===== config.mk =====
export PLATFORM = sky130hd
export DESIGN_NAME = signed_radix_to_ascii_flat
export DESIGN_NICKNAME = d
export VERILOG_FILES = /design/src/hdl/sra_pkg.sv /design/src/hdl/sra_req_if.sv /design/src/hdl/sra_rsp_if.sv /design/src/hdl/signed_radix_to_ascii.sv /design/src/hdl/sra_divider.sv /design/src/flat_wrapper.sv
export SDC_FILE = /design/constraint.sdc
export NUM_CORES = 1
export LEC_CHECK = 0
export BUFFER_PORTS_ARGS = -buffer_cell sky130_fd_sc_hd__buf_2
export CAP_MARGIN = 20
export CORE_AREA = 2 2 175 177
export DETAILED_ROUTE_END_ITERATION = 8
export DIE_AREA = 0 0 177 179
export HOLD_SLACK_MARGIN = 0.06
export PLACE_DENSITY_LB_ADDON = 0.2
export SLEW_MARGIN = 10
export SYNTH_ARGS = -nofsm -noshare
export SYNTH_HDL_FRONTEND = slang
export SYNTH_HIERARCHICAL = 1
export SYNTH_SLANG_ARGS = --single-unit

===== constraint.sdc =====
create_clock -name clock -period 14.9 [get_ports clock]
set_input_delay 2.98 -clock clock [delete_from_list [all_inputs] [get_ports clock]]
set_output_delay 2.98 -clock clock [all_outputs]
set_load 0.02 [all_outputs]

===== src/hdl/sra_pkg.sv =====
// Shared constants, types and character mapping for the signed radix-to-ASCII converter.
package sra_pkg;

   localparam int unsigned VALUE_BITS       = 32;
   localparam int unsigned VALUE_WIDTH_DFLT = 32;
   localparam int unsigned CHAR_BITS        = 7;
   localparam int unsigned CHAR_COUNT_BITS  = 6;
   localparam int unsigned RADIX_BITS       = 5;
   localparam int unsigned DIGIT_BITS       = 4;
   localparam int unsigned STEP_BITS        = 8;
   localparam int unsigned CSR_INDEX_WIDTH  = 1;
   localparam int unsigned CSR_DATA_WIDTH   = RADIX_BITS;

   localparam logic [RADIX_BITS-1:0] RADIX_MIN   = 5'd2;
   localparam logic [RADIX_BITS-1:0] RADIX_MAX   = 5'd16;
   localparam logic [RADIX_BITS-1:0] RADIX_RESET = 5'd10;
   localparam logic [DIGIT_BITS-1:0] DIGIT_TEN   = 4'd10;

   localparam logic [CHAR_BITS-1:0] CHAR_ZERO    = 7'h30;
   localparam logic [CHAR_BITS-1:0] CHAR_LOWER_A = 7'h61;
   localparam logic [CHAR_BITS-1:0] CHAR_UPPER_A = 7'h41;
   localparam logic [CHAR_BITS-1:0] CHAR_MINUS   = 7'h2D;

   localparam logic [CSR_INDEX_WIDTH-1:0] CSR_RADIX      = 1'b0;
   localparam logic [CSR_INDEX_WIDTH-1:0] CSR_UPPER_CASE = 1'b1;

   typedef enum logic [1:0] {
      ST_IDLE,
      ST_DIVIDE,
      ST_SIGN,
      ST_EMIT
   } state_type;

   function automatic logic [RADIX_BITS-1:0] clamp_radix(input logic [RADIX_BITS-1:0] r);
      logic [RADIX_BITS-1:0] res;
      if (r < RADIX_MIN) begin
         res = RADIX_MIN;
      end else if (r > RADIX_MAX) begin
         res = RADIX_MAX;
      end else begin
         res = r;
      end
      return res;
   endfunction

   function automatic logic [CHAR_BITS-1:0] digit_to_ascii(input logic [DIGIT_BITS-1:0] d,
                                                           input logic upper);
      logic [CHAR_BITS-1:0] res;
      if (d < DIGIT_TEN) begin
         res = CHAR_ZERO + CHAR_BITS'(d);
      end else if (upper) begin
         res = CHAR_UPPER_A + CHAR_BITS'(d - DIGIT_TEN);
      end else begin
         res = CHAR_LOWER_A + CHAR_BITS'(d - DIGIT_TEN);
      end
      return res;
   endfunction

endpackage


===== src/hdl/sra_req_if.sv =====
// Input channel carrying one signed value per item.
interface sra_req_if;
   import sra_pkg::*;

   logic                         valid;
   logic                         ready;
   logic signed [VALUE_BITS-1:0] value;

   modport source(output valid, output value, input ready);
   modport sink(input valid, input value, output ready);
endinterface


===== src/hdl/sra_rsp_if.sv =====
// Result channel carrying one ASCII character per item.
interface sra_rsp_if;
   import sra_pkg::*;

   logic                       valid;
   logic                       ready;
   logic [CHAR_BITS-1:0]       character;
   logic [CHAR_COUNT_BITS-1:0] char_count;
   logic                       last;

   modport source(output valid, output character, output char_count, output last, input ready);
   modport sink(input valid, input character, input char_count, input last, output ready);
endinterface


===== src/hdl/signed_radix_to_ascii.sv =====
// Signed integer to ASCII text converter in a configurable radix from 2 to 16.
// A new value is accepted only in the idle state, once the previous item's last character is loaded for output.
// The shared divider yields eight quotient bits a cycle; characters go out one per cycle
// while the result channel is ready.
// Reset: synchronous; radix 10, lower case, idle; the digit store is not cleared.
module signed_radix_to_ascii #(
   parameter int unsigned VALUE_WIDTH = sra_pkg::VALUE_WIDTH_DFLT
) (
   input  logic                                 clock,
   input  logic                                 reset,
   sra_req_if.sink                              req_chan,
   sra_rsp_if.source                            rsp_chan,
   input  logic                                 csr_write_en,
   input  logic [sra_pkg::CSR_INDEX_WIDTH-1:0]  csr_index,
   input  logic [sra_pkg::CSR_DATA_WIDTH-1:0]   csr_write_data
);
   import sra_pkg::*;

   localparam int unsigned DIV_STEPS = (VALUE_WIDTH + STEP_BITS - 1) / STEP_BITS;
   localparam int unsigned PAD_WIDTH = DIV_STEPS * STEP_BITS;
   localparam int unsigned IDX_W     = $clog2(VALUE_WIDTH);
   localparam int unsigned CNT_W     = $clog2(VALUE_WIDTH + 1);

   state_type state_ff, state_in;

   logic [RADIX_BITS-1:0]      radix_ff;
   logic                       upper_ff;
   logic                       neg_ff, neg_in;
   logic [CNT_W-1:0]           digit_total_ff, digit_total_in, rd_total, rd_next;
   logic [CHAR_COUNT_BITS-1:0] count_ff, count_in;
   logic [DIGIT_BITS-1:0]      digit_store_ff [VALUE_WIDTH];
   logic [DIGIT_BITS-1:0]      rd_digit_ff;

   logic                       rsp_valid_ff, rsp_valid_in;
   logic [CHAR_BITS-1:0]       rsp_char_ff, rsp_char_in;
   logic [CHAR_COUNT_BITS-1:0] rsp_count_ff;
   logic                       rsp_last_ff, rsp_last_in;

   logic                       accept, out_free, load_out, req_ready;
   logic                       div_start, div_done, more_digits, digit_write;
   logic [VALUE_WIDTH-1:0]     value_bits, magnitude;
   logic [PAD_WIDTH-1:0]       div_operand, div_quotient;
   logic [DIGIT_BITS-1:0]      div_remainder;
   logic [RADIX_BITS-1:0]      eff_radix;

   // configuration registers
   always_ff @(posedge clock) begin
      if (reset) begin
         radix_ff <= RADIX_RESET;
         upper_ff <= 1'b0;
      end else if (csr_write_en) begin
         unique case (csr_index)
            CSR_RADIX:      radix_ff <= csr_write_data;
            CSR_UPPER_CASE: upper_ff <= csr_write_data[0];
         endcase
      end
   end

   assign eff_radix   = clamp_radix(radix_ff);
   assign value_bits  = req_chan.value[VALUE_WIDTH-1:0];
   assign magnitude   = value_bits[VALUE_WIDTH-1] ? (~value_bits + VALUE_WIDTH'(1)) : value_bits;
   assign accept      = req_chan.valid && req_ready;
   assign out_free    = !rsp_valid_ff || rsp_chan.ready;
   assign more_digits = div_quotient != '0;
   assign rd_total    = digit_total_ff - CNT_W'(1);
   assign rd_next     = digit_total_in - CNT_W'(1);

   sra_divider #(
      .VALUE_WIDTH(VALUE_WIDTH)
   ) u_divider (
      .clock    (clock),
      .reset    (reset),
      .start    (div_start),
      .operand  (div_operand),
      .radix    (eff_radix),
      .done     (div_done),
      .quotient (div_quotient),
      .remainder(div_remainder)
   );

   // next state
   always_comb begin
      state_in = state_ff;
      unique case (state_ff)
         ST_IDLE: begin
            if (req_chan.valid) begin
               state_in = ST_DIVIDE;
            end
         end
         ST_DIVIDE: begin
            if (div_done && !more_digits) begin
               state_in = neg_ff ? ST_SIGN : ST_EMIT;
            end
         end
         ST_SIGN: begin
            if (out_free) begin
               state_in = ST_EMIT;
            end
         end
         ST_EMIT: begin
            if (out_free && (digit_total_ff == CNT_W'(1))) begin
               state_in = ST_IDLE;
            end
         end
      endcase
   end

   // sequencer outputs
   always_comb begin
      req_ready   = 1'b0;
      div_start   = 1'b0;
      digit_write = 1'b0;
      load_out    = 1'b0;
      unique case (state_ff)
         ST_IDLE: begin
            req_ready = 1'b1;
            div_start = req_chan.valid;
         end
         ST_DIVIDE: begin
            digit_write = div_done;
            div_start   = div_done && more_digits;
         end
         ST_SIGN: begin
            load_out = out_free;
         end
         ST_EMIT: begin
            load_out = out_free;
         end
      endcase
   end

   assign req_chan.ready = req_ready;
   assign div_operand    = accept ? PAD_WIDTH'(magnitude) : div_quotient;

   always_comb begin
      neg_in         = neg_ff;
      digit_total_in = digit_total_ff;
      count_in       = count_ff;
      if (accept) begin
         neg_in         = value_bits[VALUE_WIDTH-1];
         digit_total_in = '0;
         count_in       = '0;
      end else if (digit_write) begin
         digit_total_in = digit_total_ff + CNT_W'(1);
      end else if (load_out) begin
         count_in = count_ff + CHAR_COUNT_BITS'(1);
         if (state_ff == ST_EMIT) begin
            digit_total_in = rd_total;
         end
      end
   end

   always_comb begin
      rsp_char_in  = (state_ff == ST_SIGN) ? CHAR_MINUS : digit_to_ascii(rd_digit_ff, upper_ff);
      rsp_last_in  = (state_ff == ST_EMIT) && (digit_total_ff == CNT_W'(1));
      rsp_valid_in = rsp_valid_ff;
      if (load_out) begin
         rsp_valid_in = 1'b1;
      end else if (rsp_chan.ready) begin
         rsp_valid_in = 1'b0;
      end
   end

   always_ff @(posedge clock) begin
      if (reset) begin
         state_ff       <= ST_IDLE;
         digit_total_ff <= '0;
         count_ff       <= '0;
         neg_ff         <= 1'b0;
         rsp_valid_ff   <= 1'b0;
      end else begin
         state_ff       <= state_in;
         digit_total_ff <= digit_total_in;
         count_ff       <= count_in;
         neg_ff         <= neg_in;
         rsp_valid_ff   <= rsp_valid_in;
      end
   end

   // hold the top digit of the store; bypass the digit being written
   always_ff @(posedge clock) begin
      if (digit_write) begin
         digit_store_ff[digit_total_ff[IDX_W-1:0]] <= div_remainder;
         rd_digit_ff                               <= div_remainder;
      end else begin
         rd_digit_ff <= digit_store_ff[rd_next[IDX_W-1:0]];
      end
   end

   always_ff @(posedge clock) begin
      if (load_out) begin
         rsp_char_ff  <= rsp_char_in;
         rsp_count_ff <= count_in;
         rsp_last_ff  <= rsp_last_in;
      end
   end

   assign rsp_chan.valid      = rsp_valid_ff;
   assign rsp_chan.character  = rsp_char_ff;
   assign rsp_chan.char_count = rsp_count_ff;
   assign rsp_chan.last       = rsp_last_ff;

   a_emit_has_digits: assert property (@(posedge clock) disable iff (reset)
      (state_ff == ST_EMIT) |-> (digit_total_ff != '0))
      else $error("emit state with no digits left");

   a_accept_starts_divide: assert property (@(posedge clock) disable iff (reset)
      accept |=> (state_ff == ST_DIVIDE) && (digit_total_ff == '0) && (count_ff == '0))
      else $error("accepted item did not start division");

   a_count_in_range: assert property (@(posedge clock) disable iff (reset)
      rsp_valid_ff |-> (rsp_count_ff != '0) &&
                       (rsp_count_ff <= CHAR_COUNT_BITS'(VALUE_WIDTH + 1)))
      else $error("character count out of range");

   a_last_ends_item: assert property (@(posedge clock) disable iff (reset)
      (load_out && rsp_last_in) |=> (state_ff == ST_IDLE))
      else $error("final character did not return to idle");

endmodule


===== src/hdl/sra_divider.sv =====
// Iterative divider by a small radix, eight quotient bits per cycle.
module sra_divider #(
   parameter int unsigned VALUE_WIDTH = sra_pkg::VALUE_WIDTH_DFLT
) (
   input  logic                                                   clock,
   input  logic                                                   reset,
   input  logic                                                   start,
   input  logic [((VALUE_WIDTH+sra_pkg::STEP_BITS-1)/sra_pkg::STEP_BITS)
                 *sra_pkg::STEP_BITS-1:0]                         operand,
   input  logic [sra_pkg::RADIX_BITS-1:0]                         radix,
   output logic                                                   done,
   output logic [((VALUE_WIDTH+sra_pkg::STEP_BITS-1)/sra_pkg::STEP_BITS)
                 *sra_pkg::STEP_BITS-1:0]                         quotient,
   output logic [sra_pkg::DIGIT_BITS-1:0]                         remainder
);
   import sra_pkg::*;

   localparam int unsigned DIV_STEPS  = (VALUE_WIDTH + STEP_BITS - 1) / STEP_BITS;
   localparam int unsigned PAD_WIDTH  = DIV_STEPS * STEP_BITS;
   localparam int unsigned STEP_CNT_W = $clog2(DIV_STEPS + 1);

   logic [PAD_WIDTH-1:0]  work_ff, work_in;
   logic [DIGIT_BITS-1:0] rem_ff, rem_in;
   logic [STEP_CNT_W-1:0] step_ff, step_in;
   logic                  busy_ff, busy_in;
   logic [STEP_BITS-1:0]  top_bits, qbits;
   logic [DIGIT_BITS:0]   trial;

   // restoring division of the top byte, one radix compare per bit
   always_comb begin
      top_bits = work_ff[PAD_WIDTH-1 -: STEP_BITS];
      rem_in   = rem_ff;
      qbits    = '0;
      trial    = '0;
      for (int i = STEP_BITS - 1; i >= 0; i--) begin
         trial = {rem_in, top_bits[i]};
         if (trial >= radix) begin
            rem_in   = DIGIT_BITS'(trial - radix);
            qbits[i] = 1'b1;
         end else begin
            rem_in   = trial[DIGIT_BITS-1:0];
         end
      end
      work_in = (work_ff << STEP_BITS) | PAD_WIDTH'(qbits);
   end

   assign done      = busy_ff && (step_ff == STEP_CNT_W'(DIV_STEPS - 1));
   assign quotient  = work_in;
   assign remainder = rem_in;

   always_comb begin
      step_in = step_ff;
      busy_in = busy_ff;
      if (start) begin
         step_in = '0;
         busy_in = 1'b1;
      end else if (busy_ff) begin
         step_in = step_ff + STEP_CNT_W'(1);
         if (done) begin
            busy_in = 1'b0;
         end
      end
   end

   always_ff @(posedge clock) begin
      if (reset) begin
         step_ff <= '0;
         busy_ff <= 1'b0;
      end else begin
         step_ff <= step_in;
         busy_ff <= busy_in;
      end
   end

   always_ff @(posedge clock) begin
      if (start) begin
         work_ff <= operand;
         rem_ff  <= '0;
      end else if (busy_ff) begin
         work_ff <= work_in;
         rem_ff  <= rem_in;
      end
   end

endmodule


===== src/flat_wrapper.sv =====
// flat-port wrapper written by rule: the top's interface ports become plain ports
module signed_radix_to_ascii_flat import sra_pkg::*;
#(
   parameter int unsigned VALUE_WIDTH = sra_pkg::VALUE_WIDTH_DFLT
)
  (clock, reset, csr_write_en, csr_index, csr_write_data, req_chan_valid, req_chan_value, req_chan_ready, rsp_chan_valid, rsp_chan_character, rsp_chan_char_count, rsp_chan_last, rsp_chan_ready);
  sra_req_if req_chan_i ();
  sra_rsp_if rsp_chan_i ();
  input  logic clock;
  input  logic reset;
  input  logic csr_write_en;
  input  logic [sra_pkg::CSR_INDEX_WIDTH-1:0] csr_index;
  input  logic [sra_pkg::CSR_DATA_WIDTH-1:0] csr_write_data;
  input wire logic [$bits(req_chan_i.valid)-1:0] req_chan_valid;
  input wire logic [$bits(req_chan_i.value)-1:0] req_chan_value;
  output wire logic [$bits(req_chan_i.ready)-1:0] req_chan_ready;
  output wire logic [$bits(rsp_chan_i.valid)-1:0] rsp_chan_valid;
  output wire logic [$bits(rsp_chan_i.character)-1:0] rsp_chan_character;
  output wire logic [$bits(rsp_chan_i.char_count)-1:0] rsp_chan_char_count;
  output wire logic [$bits(rsp_chan_i.last)-1:0] rsp_chan_last;
  input wire logic [$bits(rsp_chan_i.ready)-1:0] rsp_chan_ready;
  assign req_chan_i.valid = req_chan_valid;
  assign req_chan_i.value = req_chan_value;
  assign req_chan_ready = req_chan_i.ready;
  assign rsp_chan_valid = rsp_chan_i.valid;
  assign rsp_chan_character = rsp_chan_i.character;
  assign rsp_chan_char_count = rsp_chan_i.char_count;
  assign rsp_chan_last = rsp_chan_i.last;
  assign rsp_chan_i.ready = rsp_chan_ready;
  signed_radix_to_ascii #(.VALUE_WIDTH(VALUE_WIDTH)) u_core (.clock(clock), .reset(reset), .req_chan(req_chan_i), .rsp_chan(rsp_chan_i), .csr_write_en(csr_write_en), .csr_index(csr_index), .csr_write_data(csr_write_data));
endmodule

==> metrics <==
Reg-to-Reg Start u_core/radix_ff[2]$_SDFFE_PP0P_; Mapped Cells 1,033; GRT Util Overall 16.99%; Post-Syn Nets 1,142; CTS sink cnt 209; CP endpoint u_core/u_divider/work_ff[2]$_DFFE_PP_; share of the synthesized area in the top cell type 44.27%; post-synth cell types 73; die footprint 31,680 um^2; register area share after synthesis 50.21%; # setup viols final 0; gpl congestion 0.8561; number of enable flip-flop cells after synthesis 174; commonest cells in the netlist 174 x edfxtp_1, 108 x nand2_1, 88 x nor2_1; Hold Vio Cnt, Final 0; CTS max path bufs 3; clock buffer count from CTS 23; status finished, final reports clean; Worst R2R Path Depth 55; 1st-pass router iterations 4; WL final 26,170 um; vias in the first global route 7,633; setup tns final 0 ns; syn_area_per_cell 11.42 um^2; synthesized cell area 11,800 um^2; r2r setup slk 1.20 ns; CTS tree yes; Yosys top cell by area edfxtp_1; area delta synth->final 11.96%; synth warn 6; cell with the most instances after synthesis edfxtp_1; Critical Path Source u_core/radix_ff[2]$_SDFFE_PP0P_; Root Buffer clkbuf_16; Via density 5.275; top cells by area, synth edfxtp_1 44%, ha_1 6.1%, dfxtp_1 5.9%; first-pass GRT wire length 42,150 um; Antenna Nets Post-Route 0; H-tree depth 1; Worst setup SP type flip-flop; Die Span Y 179 um; #FFs+latches synth 209; max cap viols 0; Hold Crit Class flip-flop to flip-flop; max frequency 72.98 MHz; clock period minus worst slack 13.70 ns; worst slew pin tran 0.9291 ns; initial antenna violation count 0; antenna cells 0; # hold bufs at CTS 0; Placement Rows 64; R2R Path End u_core/u_divider/work_ff[2]$_DFFE_PP_; kind of critical path flip-flop to flip-flop; ys flop type edfxtp_1; Skew-Pair Late Insertion Delay 0.53 ns; Initial Util 39.30%; crit-path most repeated cell ha_1; core region area 30,030 um^2; CP max-delay cell mux2i_1; Top Ports 59; Max Slew Vio Count 0; dpl hpwl 18,370 um; DR vias 7,775; RSZ-0062 raised after global routing false; clock skew 0.02535 ns; share of flip-flops with an asynchronous set or reset 0%; GRT Residual Overflow 0; Clock transition at path regs 0.06 ns; fin crit share 91.96%; CP peak stage delay 0.43 ns; critical path capture point type flip-flop; share of layout cells above drive strength 1 18.27%; CP Data Arrival Time 13.96 ns; WP data required 15.16 ns; Worst slew margin 37.99%; initial drt markers 497; nets@finish 1,170; PortBufs 58; largest net degree at the start of global routing 72; drt wl/cell 17.76 um; die width 177 um; post-route DRC violation count 0; worst-path fanout max 12
==> sequential cells by signal, summed over array words and instances, names as in the netlist, named ones only <==
register	flops
u_core/digit_store_ff	128
u_core/u_divider/work_ff	32
u_core/rsp_chan.character	7
u_core/count_ff	6
u_core/digit_total_ff	6
u_core/rsp_chan.char_count	6
u_core/radix_ff	5
u_core/u_divider/rem_ff	4
u_core/u_divider/step_ff	3
u_core/state_ff	2
u_core/neg_ff	1
u_core/rsp_chan.last	1
u_core/rsp_chan.valid	1
u_core/u_divider/busy_ff	1
u_core/upper_ff	1
==> worst max-delay path: cells and delay by family (launching register included) <==
kind | cells | cell delay [ns]
AO/OA/AOI/OAI | 22 | 4.78
adder cells (fa/ha/maj) | 8 | 2.76
buffers and inverters | 5 | 0.94
flip-flops | 1 | 0.33
multiplexers | 5 | 1.86
AND/OR/NAND/NOR | 15 | 2.76
==> cell usage in the layout (no fill, tap or decap), types with 10 or more instances in the layout <==
cell,synthesis,routed
nor3_1,17,17
o21ai_1,12,11
a21oi_1,31,31
nand2b_1,15,15
ha_1,58,58
nand4_1,10,10
dfxtp_1,35,34
xor2_1,38,38
buf_2,7,58
nor2_1,88,88
nand3_1,15,15
nand2_1,108,107
a21o_1,11,11
edfxtp_1,174,174
inv_1,40,39
xnor2_1,18,18
mux2_2,35,35
nor2b_1,15,15
o21ai_0,48,47
mux2i_1,30,29
mux4_2,24,24
clkbuf_16,0,24
==> per-layer routing <==
layer | wire (um) | vias up | global-route usage (%)
met5 | 0 | - | 0
met2 | 12310 | 140 | 28.06
li1 | - | 3848 | -
met1 | 12360 | 3745 | 23.51
met3 | 921 | 42 | 2.311
met4 | 582 | 0 | 4.545
==> layout make-up <==
type	instances	area, um^2
clock buffer	33	663.1
clock inverter	9	137.6
fill	2802	16820
inverter	45	172.7
multi-input combinational	713	5399
sequential	209	5927
tap	396	495.5
timing repair buffer	69	417.9
==> worst min-delay path by stage <==
| stage | from | endpoint | slack [ns] | cells after the start |
|---|---|---|---|---|
| CTS | u_core/neg_ff$_SDFFE_PP0P_ | u_core/neg_ff$_SDFFE_PP0P_ | 0.46 | 2 |
| global route | u_core/neg_ff$_SDFFE_PP0P_ | u_core/neg_ff$_SDFFE_PP0P_ | 0.50 | 2 |
| floorplan | u_core/neg_ff$_SDFFE_PP0P_ | u_core/neg_ff$_SDFFE_PP0P_ | 0.44 | 2 |
| global placement | u_core/neg_ff$_SDFFE_PP0P_ | u_core/neg_ff$_SDFFE_PP0P_ | 0.45 | 2 |
| finish | u_core/neg_ff$_SDFFE_PP0P_ | u_core/neg_ff$_SDFFE_PP0P_ | 0.45 | 2 |
| detailed placement | u_core/neg_ff$_SDFFE_PP0P_ | u_core/neg_ff$_SDFFE_PP0P_ | 0.45 | 2 |
==> timing repair <==
action                                  4_1_cts  5_1_grt
buffers inserted                              0        1
gates resized for setup                       0        8
endpoints found under the setup margin        0       67
==> logic make-up (layout without fill, tap and decap cells) <==
| logic type | count (synthesis) | after routing | share of synthesized area, % |
|---|---|---|---|
| mux | 92 | 92 | 10.75 |
| compound gates | 176 | 176 | 9.871 |
| flops | 209 | 209 | 50.21 |
| buf+inv | 111 | 156 | 4.368 |
| simple gates | 323 | 323 | 13.14 |
| fa+ha+maj | 66 | 66 | 7.506 |
| xor+xnor | 56 | 56 | 4.156 |
==> through the flow <==
stage / instance area (um^2) / util, % / hold slack, ns / cells / setup slack, ns
after floorplan: 11800 / - / 0.4363 / 1033 / 2.021
after global placement: 12290 / 40.94 / 0.4477 / 1427 / 0.8256
after detailed placement: 12320 / 41.03 / 0.4486 / 1428 / 0.3456
after CTS: 13120 / 43.70 / 0.4568 / 1470 / 0.2901
after global routing: 13210 / 44.00 / 0.5013 / 1474 / 0.04312
final: 13210 / 44.00 / 0.4530 / 1474 / 1.198
Power is not shown: default switching activity piles up to over one toggle a cycle in this logic, so the estimate is an artifact.
